## src/design/mm64a_pkg.sv

```systemverilog
// ----------------------------------------------------------------------------
// mm64a_pkg
// Shared constants, types and helper functions of the MurmurHash64A stream
// hasher.
// ----------------------------------------------------------------------------
`default_nettype none

package mm64a_pkg;

	localparam logic [63:0] MURMUR_M = 64'hc6a4a7935bd1e995;
	localparam logic [31:0] MURMUR_M_LO = MURMUR_M[31:0];
	localparam logic [31:0] MURMUR_M_HI = MURMUR_M[63:32];
	localparam int unsigned MIX_SHIFT = 47;
	localparam logic [3:0] FULL_BYTES = 4'd8;

	typedef struct packed {
		logic [63:0] k;
		logic [63:0] lenm;
		logic        first;
		logic        last;
		logic        fold;
	} work_t;

	function automatic logic [63:0] shx(input logic [63:0] x);
		return x ^ (x >> MIX_SHIFT);
	endfunction

	function automatic logic [63:0] byte_mask(input logic [3:0] cnt);
		logic [63:0] m;
		for (int i = 0; i < 8; i++) begin
			m[8*i +: 8] = (i < int'(cnt)) ? 8'hFF : 8'h00;
		end
		return m;
	endfunction

endpackage

`default_nettype wire

```

## src/design/mm64a_queue.sv

```systemverilog
// ----------------------------------------------------------------------------
// mm64a_queue
// Two-entry queue of classified words between the front and back parts.
// ----------------------------------------------------------------------------
`default_nettype none

module mm64a_queue (
	input  wire logic              clk,
	input  wire logic              arst_n,
	input  wire logic              push,
	input  mm64a_pkg::work_t       push_entry,
	output logic                   full,
	input  wire logic              pop,
	output mm64a_pkg::work_t       head,
	output logic                   head_valid
);
	import mm64a_pkg::*;

	work_t      mem_q [2];
	logic       wr_ptr_q;
	logic       rd_ptr_q;
	logic [1:0] count_q;

	always_ff @(posedge clk or negedge arst_n) begin
		if (!arst_n) begin
			wr_ptr_q <= 1'b0;
			rd_ptr_q <= 1'b0;
			count_q  <= 2'd0;
		end else begin
			if (push) begin
				wr_ptr_q <= !wr_ptr_q;
			end
			if (pop) begin
				rd_ptr_q <= !rd_ptr_q;
			end
			unique case ({push, pop})
				2'b10:   count_q <= count_q + 2'd1;
				2'b01:   count_q <= count_q - 2'd1;
				default: count_q <= count_q;
			endcase
		end
	end

	always_ff @(posedge clk) begin
		if (push) begin
			mem_q[wr_ptr_q] <= push_entry;
		end
	end

	assign full       = (count_q == 2'd2);
	assign head_valid = (count_q != 2'd0);
	assign head       = mem_q[rd_ptr_q];

	a_no_overflow: assert property (@(posedge clk) disable iff (!arst_n)
		push |-> !full || pop)
		else $error("queue written while full");

	a_no_underflow: assert property (@(posedge clk) disable iff (!arst_n)
		pop |-> head_valid)
		else $error("queue read while empty");

	a_count_range: assert property (@(posedge clk) disable iff (!arst_n)
		count_q != 2'd3)
		else $error("queue count out of range");

endmodule

`default_nettype wire

```

## config.mk

```make
export PLATFORM = sky130hd
export DESIGN_NAME = mm64a_queue
export DESIGN_NICKNAME = d
export VERILOG_FILES = /design/src/design/mm64a_pkg.sv /design/src/design/mm64a_queue.sv
export SDC_FILE = /design/constraint.sdc
export NUM_CORES = 1
export LEC_CHECK = 0
export BUFFER_PORTS_ARGS = -buffer_cell sky130_fd_sc_hd__buf_2
export CELL_PAD_IN_SITES_DETAIL_PLACEMENT = 0
export CELL_PAD_IN_SITES_GLOBAL_PLACEMENT = 1
export CORE_MARGIN = 5
export CORE_UTILIZATION = 45
export CTS_CLUSTER_DIAMETER = 120
export CTS_CLUSTER_SIZE = 8
export DETAILED_ROUTE_END_ITERATION = 7
export GPL_TIMING_DRIVEN = 0
export PLACE_DENSITY = 0.78
export SLEW_MARGIN = 20
export SYNTH_ARGS = -nofsm -noshare
export SYNTH_HDL_FRONTEND = slang
export SYNTH_SLANG_ARGS = --single-unit
```

## constraint.sdc

```tcl
create_clock -name clk -period 15.1 [get_ports clk]
set_input_delay 2.265 -clock clk [delete_from_list [all_inputs] [get_ports clk]]
set_output_delay 2.265 -clock clk [all_outputs]
set_load 0.01 [all_outputs]
```

==> flow_metrics.env <==
export IMPL_startpoint="rd_ptr_q"
export IMPL_power_density_nw_per_um2=196
export IMPL_fmax_ghz=0.246
export IMPL_grt_overflow=0
export IMPL_worstMarginPinSlew_ps=760
export IMPL_yosysWarnings=0
export IMPL_criticalPathCategory="flop to output port"
export IMPL_outcome="finished, final reports clean"
export IMPL_layout_drive_gt1_share=0.622
export IMPL_power_leakage_nw=5.13
export IMPL_r2r_end="mem_q[0][48]"
export IMPL_routed_wl_um=19800
export IMPL_grt_total_usage=0.152
export IMPL_yosysUniqueCellTypes=15
export IMPL_reg2reg_setup_slack_ps=13060
export IMPL_r2r_cells=4
export IMPL_synth_compound_area_frac=0
export IMPL_synth_fa_ha_area_frac=0.00125
export IMPL_finalHoldViolations=0
export IMPL_cts_buffer_depth=3
export IMPL_holdBufCountCts=0
export IMPL_synthXorXnorAreaFrac=0.00439
export IMPL_die_h_um=159
export IMPL_final_nets=875
export IMPL_cts_clk_slew_worst_paths_ps=50
export IMPL_ant_nets=0
export IMPL_synth_top_family_by_area="multiplexers"
export IMPL_synth_seq_area_share=0.799
export IMPL_setup_viol=0
export IMPL_hold_path_class="flop to flop"
export IMPL_start_util=0.457
export IMPL_drv_cap=0
export IMPL_cts_resized=0
export IMPL_synthCells=424
export IMPL_clock_latency_ps=490
export IMPL_synth_fp_nets=560
export IMPL_portBuffers=267
export IMPL_core_area_um2=21800
export IMPL_peakVddDrop_mv=0.110
export IMPL_setup_tns_ps=0
export IMPL_grt_pass1_wl_um=30800
export IMPL_grt_max_degree=56
export IMPL_fin_crit_sh=0.269
export IMPL_required_ps=12840
export IMPL_nFillCells=1631
export IMPL_endpoint="head[111]"
export IMPL_max_slew_margin_rel=0.492
export IMPL_placed_cell_area_um2=11800
export IMPL_cts_setup_buffers=0
export IMPL_die_width_um=159
export IMPL_post_route_min_period_ps=4060
export IMPL_slew_violations=0
export IMPL_ys_ff_latch=266
export IMPL_cp_arrival_ps=1800
export IMPL_gp_congestion=0.761
export IMPL_rsz0062_at_grt="false"
export IMPL_area_growth_pct=29.5
export IMPL_numCtsBuffers=39
export IMPL_die_area_um2=25200
export IMPL_synth_simple_area_share=0.00264
export IMPL_vias=5032
export IMPL_post_dp_hpwl_um=13800
export IMPL_syn_area_per_cell_um2=23.5
export IMPL_rows=54
export IMPL_drtPass1Iterations=4
export IMPL_wl_per_cell_um=19.2
export IMPL_seq_area_um2=7970
export IMPL_path_max_fanout=10
export IMPL_synth_area_mux_share=0.178
export IMPL_end_kind="output port"
export IMPL_syn_area_um2=9970
export IMPL_ios=268
export IMPL_rr_startpoint="wr_ptr_q"
export IMPL_cts_root_buf="clkbuf_16"
export IMPL_cts_tree="built"
export IMPL_post_route_util=0.592
export IMPL_avgViaCountPerCell=4.89
export IMPL_finalClockSkew_ps=8.71
export IMPL_htree_num_levels=2
export IMPL_final_area_um2=12900
export IMPL_multi_input_area_um2=1870
export IMPL_drt_iter0_markers=240
export IMPL_grt_pass1_vias=5692
export IMPL_drc=0
export IMPL_startpoint_type="flop"
export IMPL_antenna_found_initial=3
export IMPL_whs_ps=523
export IMPL_clock_sinks=266
[routing by layer]
metal | vias to the layer above | global-route usage | share of wire
li1 | 2315 | - | -
met2 | 213 | 0.262 | 0.51
met4 | 2 | 0.0450 | 0.021
met5 | - | 0 | 0.00066
met1 | 2467 | 0.175 | 0.38
met3 | 35 | 0.0625 | 0.092
[kinds of logic after synthesis]
kind of cell             count (synthesis)
flip-flops                             266
multiplexers                           131
buffers and inverters                   16
XOR/XNOR                                 5
AND/OR/NAND/NOR                          5
adder cells (fa/ha/maj)                  1
[critical path: stages, from the launching register on]
cell and delay [ps]:
dfrtp_1 330, buf_6 120, buf_8 170, buf_6 220
mux2_4 320, buf_2 150
[cell type report]
| class | count | share of cell area |
|---|---|---|
| Clock buffer | 48 | 0.0815 |
| Inverter | 1 | 0.000291 |
| Antenna cell | 2 | 0.000388 |
| Buffer | 15 | 0.0110 |
| Timing Repair Buffer | 274 | 0.117 |
| Sequential cell | 266 | 0.617 |
| Multi-Input combinational cell | 142 | 0.145 |
| Clock inverter | 1 | 0.000678 |
| Tap cell | 280 | 0.0271 |
[per-stage QoR]
step,power [mW],std cells,setup slack (ps)
after global placement,1.80,971,3860
after CTS,2.57,1027,10970
final,2.53,1029,11040
after floorplan,1.54,424,6660
after global routing,2.66,1028,10940
after detailed placement,1.81,978,10990
[power by group]
| part | internal (mW) | switching [mW] | leakage [nW] |
|---|---|---|---|
| clock network | 0.479 | 0.272 | 0.518 |
| logic | 0.387 | 0.379 | 2.11 |
| registers | 0.981 | 0.0351 | 2.51 |
| total | 1.85 | 0.686 | 5.13 |
[registers in the layout, indices dropped and copies added, names as in the netlist]
register and flops:
count_q 2, wr_ptr_q 1, mem_q 262, rd_ptr_q 1
[cell usage in the layout (no fill, tap or decap)]
cell type,synthesis,layout
buf_2,5,272
edfxtp_1,262,262
mux2_4,80,80
mux2_2,51,51
clkbuf_16,0,41
buf_6,9,9
clkbuf_1,0,7
buf_16,0,5
dfrtp_1,4,4
xor2_1,3,3
diode_2,0,2
xnor2_1,2,2
buf_12,0,2
buf_8,1,1
or2_2,1,1
inv_1,1,1
nor2b_1,1,1
and2_4,0,1
nor2_4,0,1
nor2_1,2,1
ha_1,1,1
clkinv_4,0,1
[worst min-delay path by stage]
stage	endpoint	start	cells past startpoint
after floorplan	count_q[1]	count_q[1]	1
after global routing	count_q[1]	count_q[1]	1
after global placement	wr_ptr_q	wr_ptr_q	1
after detailed placement	count_q[1]	count_q[1]	1
final	count_q[1]	count_q[1]	1
after CTS	count_q[1]	count_q[1]	1
[cells in the mapped netlist]
cell      count  area, um2
and2_1        1       6.26
buf_2         5       25.0
mux2_2       51        574
buf_8         1       15.0
ha_1          1       12.5
dfrtp_1       4        100
xnor2_1       2       17.5
or2_2         1       6.26
buf_6         9        101
mux2_4       80       1200
nor2_1        2       7.51
nor2b_1       1       6.26
xor2_1        3       26.3
edfxtp_1    262       7870
inv_1         1       3.75
(Power assumes the default switching activity.)
