[src/design/mm64a_pkg.sv]
// ----------------------------------------------------------------------------
// mm64a_pkg
// Shared constants, types and helper functions of the MurmurHash64A stream
// hasher.
// ----------------------------------------------------------------------------
`default_nettype none

package mm64a_pkg;

	localparam logic [63:0] MURMUR_M = 64'hc6a4a7935bd1e995;
	localparam logic [31:0] MURMUR_M_LO = MURMUR_M[31:0];
	localparam logic [31:0] MURMUR_M_HI = MURMUR_M[63:32];
	localparam int unsigned MIX_SHIFT = 47;
	localparam logic [3:0] FULL_BYTES = 4'd8;

	typedef struct packed {
		logic [63:0] k;
		logic [63:0] lenm;
		logic        first;
		logic        last;
		logic        fold;
	} work_t;

	function automatic logic [63:0] shx(input logic [63:0] x);
		return x ^ (x >> MIX_SHIFT);
	endfunction

	function automatic logic [63:0] byte_mask(input logic [3:0] cnt);
		logic [63:0] m;
		for (int i = 0; i < 8; i++) begin
			m[8*i +: 8] = (i < int'(cnt)) ? 8'hFF : 8'h00;
		end
		return m;
	endfunction

endpackage

`default_nettype wire

[src/design/mm64a_if.sv]
// ----------------------------------------------------------------------------
// mm64a interfaces
// Valid/ready channels for message words and finished hash values.
// ----------------------------------------------------------------------------
`default_nettype none


interface mm64a_hash_if;
	logic        valid;
	logic        ready;
	logic [63:0] hash_value;

	modport source (output valid, hash_value, input ready);
	modport sink (input valid, hash_value, output ready);
endinterface

`default_nettype wire

[src/design/mm64a_mul.sv]
// ----------------------------------------------------------------------------
// mm64a_mul
// Two-stage multiply by the Murmur constant, modulo 2^64, from three
// 32x32 partial products.
// ----------------------------------------------------------------------------
`default_nettype none

module mm64a_mul (
	input  wire logic        clk,
	input  wire logic        en,
	input  wire logic [63:0] a,
	output logic [63:0]      p
);
	import mm64a_pkg::*;

	logic [63:0] pp0_s1;
	logic [31:0] pp1_s1;
	logic [31:0] pp2_s1;
	logic [63:0] p_s2;

	always_ff @(posedge clk) begin
		if (en) begin
			pp0_s1 <= {32'h0, a[31:0]} * {32'h0, MURMUR_M_LO};
			pp1_s1 <= a[31:0] * MURMUR_M_HI;
			pp2_s1 <= a[63:32] * MURMUR_M_LO;
			p_s2   <= pp0_s1 + {pp1_s1 + pp2_s1, 32'h0};
		end
	end

	assign p = p_s2;

endmodule

`default_nettype wire

[src/design/mm64a_back.sv]
// ----------------------------------------------------------------------------
// mm64a_back
// Fold queued words into the running hash, finalize and hold the result.
// ----------------------------------------------------------------------------
`default_nettype none

module mm64a_back (
	input  wire logic              clk,
	input  wire logic              arst_n,
	input  wire logic              seed_we,
	input  wire logic [63:0]       seed,
	input  mm64a_pkg::work_t       head,
	input  wire logic              head_valid,
	output logic                   pop,
	mm64a_hash_if.source           digest
);
	import mm64a_pkg::*;

	typedef enum logic [2:0] {IDLE, FOLD1, FOLD2, FIN1, FIN2} state_t;

	state_t      state_q;
	logic [63:0] seed_q;
	logic [63:0] h_q;
	logic        last_q;
	logic        out_valid_q;
	logic [63:0] out_q;
	logic [63:0] hb;
	logic [63:0] t;
	logic        out_free;
	logic [63:0] mul_a;
	logic [63:0] mul_p;

	assign hb       = head.first ? (seed_q ^ head.lenm) : h_q;
	assign t        = hb ^ head.k;
	assign out_free = !out_valid_q || digest.ready;
	assign pop      = (state_q == IDLE) && head_valid && (!head.last || out_free);
	assign mul_a    = (state_q == IDLE) ? (head.fold ? t : shx(t)) : shx(mul_p);

	mm64a_mul u_mul (.clk(clk), .en(1'b1), .a(mul_a), .p(mul_p));

	always_ff @(posedge clk or negedge arst_n) begin
		if (!arst_n) begin
			state_q     <= IDLE;
			seed_q      <= '0;
			h_q         <= '0;
			last_q      <= 1'b0;
			out_valid_q <= 1'b0;
		end else begin
			if (seed_we) begin
				seed_q <= seed;
			end
			if (out_valid_q && digest.ready) begin
				out_valid_q <= 1'b0;
			end
			unique case (state_q)
				IDLE: begin
					if (pop) begin
						last_q <= head.last;
						if (head.fold) begin
							state_q <= FOLD1;
						end else begin
							h_q <= t;
							if (head.last) begin
								state_q <= FIN1;
							end
						end
					end
				end
				FOLD1: state_q <= FOLD2;
				FOLD2: begin
					h_q     <= mul_p;
					state_q <= last_q ? FIN1 : IDLE;
				end
				FIN1: state_q <= FIN2;
				FIN2: begin
					out_q       <= shx(mul_p);
					out_valid_q <= 1'b1;
					state_q     <= IDLE;
				end
				default: state_q <= IDLE;
			endcase
		end
	end

	assign digest.valid      = out_valid_q;
	assign digest.hash_value = out_q;

	a_out_free_at_finish: assert property (@(posedge clk) disable iff (!arst_n)
		state_q == FIN2 |-> !out_valid_q || digest.ready)
		else $error("finished hash would overwrite a waiting result");

	a_no_pop_when_busy: assert property (@(posedge clk) disable iff (!arst_n)
		pop |-> state_q == IDLE && head_valid)
		else $error("queue popped while busy");

	a_fin_follows: assert property (@(posedge clk) disable iff (!arst_n)
		state_q == FIN1 |=> state_q == FIN2)
		else $error("finalize sequence broken");

endmodule

`default_nettype wire

[src/flat_wrapper.sv]
// flat-port wrapper written by rule: the top's interface ports become plain ports
module mm64a_back_flat import mm64a_pkg::*;
  (clk, arst_n, seed_we, seed, head, head_valid, pop, digest_valid, digest_hash_value, digest_ready);
  mm64a_hash_if digest_i ();
  input  wire logic clk;
  input  wire logic arst_n;
  input  wire logic seed_we;
  input  wire logic [63:0] seed;
  input  mm64a_pkg::work_t head;
  input  wire logic head_valid;
  output logic pop;
  output wire logic [$bits(digest_i.valid)-1:0] digest_valid;
  output wire logic [$bits(digest_i.hash_value)-1:0] digest_hash_value;
  input wire logic [$bits(digest_i.ready)-1:0] digest_ready;
  assign digest_valid = digest_i.valid;
  assign digest_hash_value = digest_i.hash_value;
  assign digest_i.ready = digest_ready;
  mm64a_back u_core (.clk(clk), .arst_n(arst_n), .seed_we(seed_we), .seed(seed), .head(head), .head_valid(head_valid), .pop(pop), .digest(digest_i));
endmodule
[config.mk]
export PLATFORM = sky130hd
export DESIGN_NAME = mm64a_back_flat
export DESIGN_NICKNAME = d
export VERILOG_FILES = /design/src/design/mm64a_pkg.sv /design/src/design/mm64a_if.sv /design/src/design/mm64a_mul.sv /design/src/design/mm64a_back.sv /design/src/flat_wrapper.sv
export SDC_FILE = /design/constraint.sdc
export NUM_CORES = 2
export LEC_CHECK = 0
export ABC_AREA = 1
export BUFFER_PORTS_ARGS = -buffer_cell sky130_fd_sc_hd__buf_2
export CAP_MARGIN = 10
export CORE_MARGIN = 1.5
export CORE_UTILIZATION = 70
export CTS_CLUSTER_DIAMETER = 120
export CTS_CLUSTER_SIZE = 14
export DETAILED_ROUTE_END_ITERATION = 6
export PLACE_DENSITY_LB_ADDON = 0.15
export REMOVE_ABC_BUFFERS = 1
export SYNTH_ARGS = -nofsm -noshare
export SYNTH_HDL_FRONTEND = slang
export SYNTH_SLANG_ARGS = --single-unit
[constraint.sdc]
create_clock -name clk -period 21.1 [get_ports clk]
set_clock_uncertainty 0.1 [all_clocks]
set_input_delay 3.165 -clock clk [delete_from_list [all_inputs] [get_ports clk]]
set_output_delay 3.165 -clock clk [all_outputs]
set_load 0.005 [all_outputs]
==> out/qor.csv <==
metric,value,unit
status,finished clean,
postRouteAntennaNets,0,
crit_path_frequent_cell,fa_1,
chipHeight,279,um
synth_edf_count,64,
reg2reg_depth,29,
fin_area,56900,sq um
slew_headroom,25.0,%
finalMaxSlewViolations,0,
synth_xor_area_share,5.42,%
num_vias,41200,
slowest_delay,0.75,ns
tightest_slew,1.12,ns
start_kind,primary input,
syn_to_final_growth,6.61,%
worstSetupPathType,primary input to flop,
synth_cell_types,57,
synth_top_flop_cell,dfxtp_1,
hold-path-cell-count,0,
cp_max_fo,67,
grt_max_degree,81,
drt_iter0_drc,3137,
dr.pass1.iters,7,
grt_pass1_vias,43200,
wl_per_cell,23.1,um
arrival,13.02,ns
synth_top_family_by_area,adder cells,
drc_errors,0,
place_hpwl,140,mm
ctsResizeCount,0,
start_util,70.6,%
hold_end,u_core.u_mul.p[15],
finalSetupTns,0,ns
synth_simple_gate_area_share,9.07,%
holdCritPathClass,flop to flop,
crit_slowest_cell,ha_1,
ys_seq_area_share,16.9,%
worst_setup_path_end_kind,flop,
fin_crit,12.62,ns
postCtsSetupBuffers,0,
clock_path_buffers,3,
layout_commonest_cell,inv_1,
final_cell_mix,"1523 x inv_1, 873 x ha_1, 762 x fa_1, 694 x nand2_1, 264 x buf_2",
synth_area,53400,sq um
cts-root-buf,clkbuf_16,
port_buffers,265,
grt.total_usage,42.9,%
synthMuxAreaShare,1.12,%
gp_congestion,1.03,
ys_ff_latch,387,
core_area,75700,sq um
rows,101,
setup_viol_count_final,0,
rsz0062_at_grt,false,
netlist_instances,5808,
synth-compound-area-share,6.97,%
fillers,5621,
crit_required,21.50,ns
maxCapViolCount,0,
cts_buffers,35,
io_pins,266,
htree_levels,2,
cts_tree,built,
grt_pass1_wl,247,mm
overflow,0,
die_x,279,um
cts_sinks,387,
clkLatencyLatePin,0.57,ns
dieArea,78000,sq um
ff2ff_setup_slack,12.15,ns
synth-async-reset-ratio,34.4,%
cts_hold_buf,0,
ys.warnings.count,0,
crit-reg2reg-launch,u_core.seed_q[16],
postPlaceCellArea,55900,sq um
viasPerCell,5.81,
max_clock_freq,79.2,MHz
syn_area_per_cell,9.20,sq um
path_clk_slew,0.07,ns
fin_crit_sh,59.8,%
hold_violations,0,
drive_gt1_share,8.21,%
antenna_found_initial,11,
fin_nets,7913,
totalWireLength,164,mm
hp-start,u_core.u_mul.pp0_s1[15],
synth_fa_ha_area_share,49.0,%
r2r_end,u_core.u_mul.pp0_s1[59],
## routing by layer
layer  GRT usage, %  part of all wire [%]  up-vias
li1               -                     -    18500
met1           51.9                    37    20100
met2           70.0                    46     2002
met3           7.17                   8.6      565
met4           30.3                   8.4        4
met5              0                 0.015        -
## logic make-up after synthesis
group	after synthesis
flops	387
compound gates	654
buf+inv	1600
fa+ha+maj	1635
xor+xnor	329
simple gates	1150
mux	53
## through the flow
stage / utilization (%) / worst slack [ns] / std cells / hold slack [ns]
final: 75.2 / 8.48 / 7088 / 0.226
after global routing: 75.2 / 8.01 / 7084 / 0.230
after CTS: 75.2 / 8.58 / 7079 / 0.226
after detailed placement: 73.9 / 8.01 / 7019 / 0.212
after global placement: 73.9 / 8.21 / 7019 / 0.211
after floorplan: - / 9.51 / 5741 / 0.210
## worst max path at each step
stage / from / endpoint
CTS: head[2] / u_core.u_mul.pp0_s1[58]
global placement: head[2] / u_core.u_mul.pp0_s1[58]
detailed placement: head[2] / u_core.u_mul.pp0_s1[58]
finish: head[2] / u_core.u_mul.pp0_s1[59]
global route: head[2] / u_core.u_mul.pp0_s1[58]
floorplan: head[2] / u_core.u_mul.pp0_s1[57]
## area by class of cell
class	instances	area (sq um)	area share, %
diodes	9	22.5	0.0395
clock buffers	54	947	1.66
flip-flops and latches	387	9050	15.9
inverters	1533	5760	10.1
well taps	978	1220	2.15
clock inverters	6	73.8	0.130
repair buffers	300	1600	2.80
multi-input cells	3821	38300	67.2
## Yosys cell counts (all sizes together), types with 4 or more instances
cell type  instances  area, sq um
inv             1533         5750
ha               873        10900
fa               762        15300
nand2            716         2740
o21ai            272         1430
xor2             235         2060
a21oi            214         1080
dfxtp            190         3800
nor2             187          717
nand3            159          831
dfrtp            133         3330
xnor2             94          838
edfxtp            64         1920
mux2              53          597
o211ai            53          413
a31oi             43          269
buf               37          258
clkbuf            30          113
or2               30          190
nor3              23          120
o22ai             21          131
a21o              14          105
nand4             14         87.6
nor4              14          100
o21bai            10         78.8
a21boi             7         56.3
o21a               7         52.6
and3               4         25.0
o2111ai            4         35.0
## critical path: cells and delay by family
| family | cells | cell delay, ns |
|---|---|---|
| adders and majority gates | 9 | 4.30 |
| buffers and inverters | 7 | 2.51 |
| and+or+nand+nor | 8 | 1.48 |
| AOI/OAI and AO/OA | 3 | 0.94 |
| xor gates and xnor gates | 3 | 0.58 |
## registers in the layout, indices dropped and copies added (netlist names)
name                      count
u_core.digest.hash_value     64
u_core.digest.valid           1
u_core.h_q                   64
u_core.last_q                 1
u_core.seed_q                64
u_core.state_q                3
u_core.u_mul.p               64
u_core.u_mul.pp0_s1          62
u_core.u_mul.pp1_s1          32
u_core.u_mul.pp2_s1          32
Power is left out: the tool's default activity adds up to more than one toggle a clock period on the data nets, which glitch-free logic cannot reach.
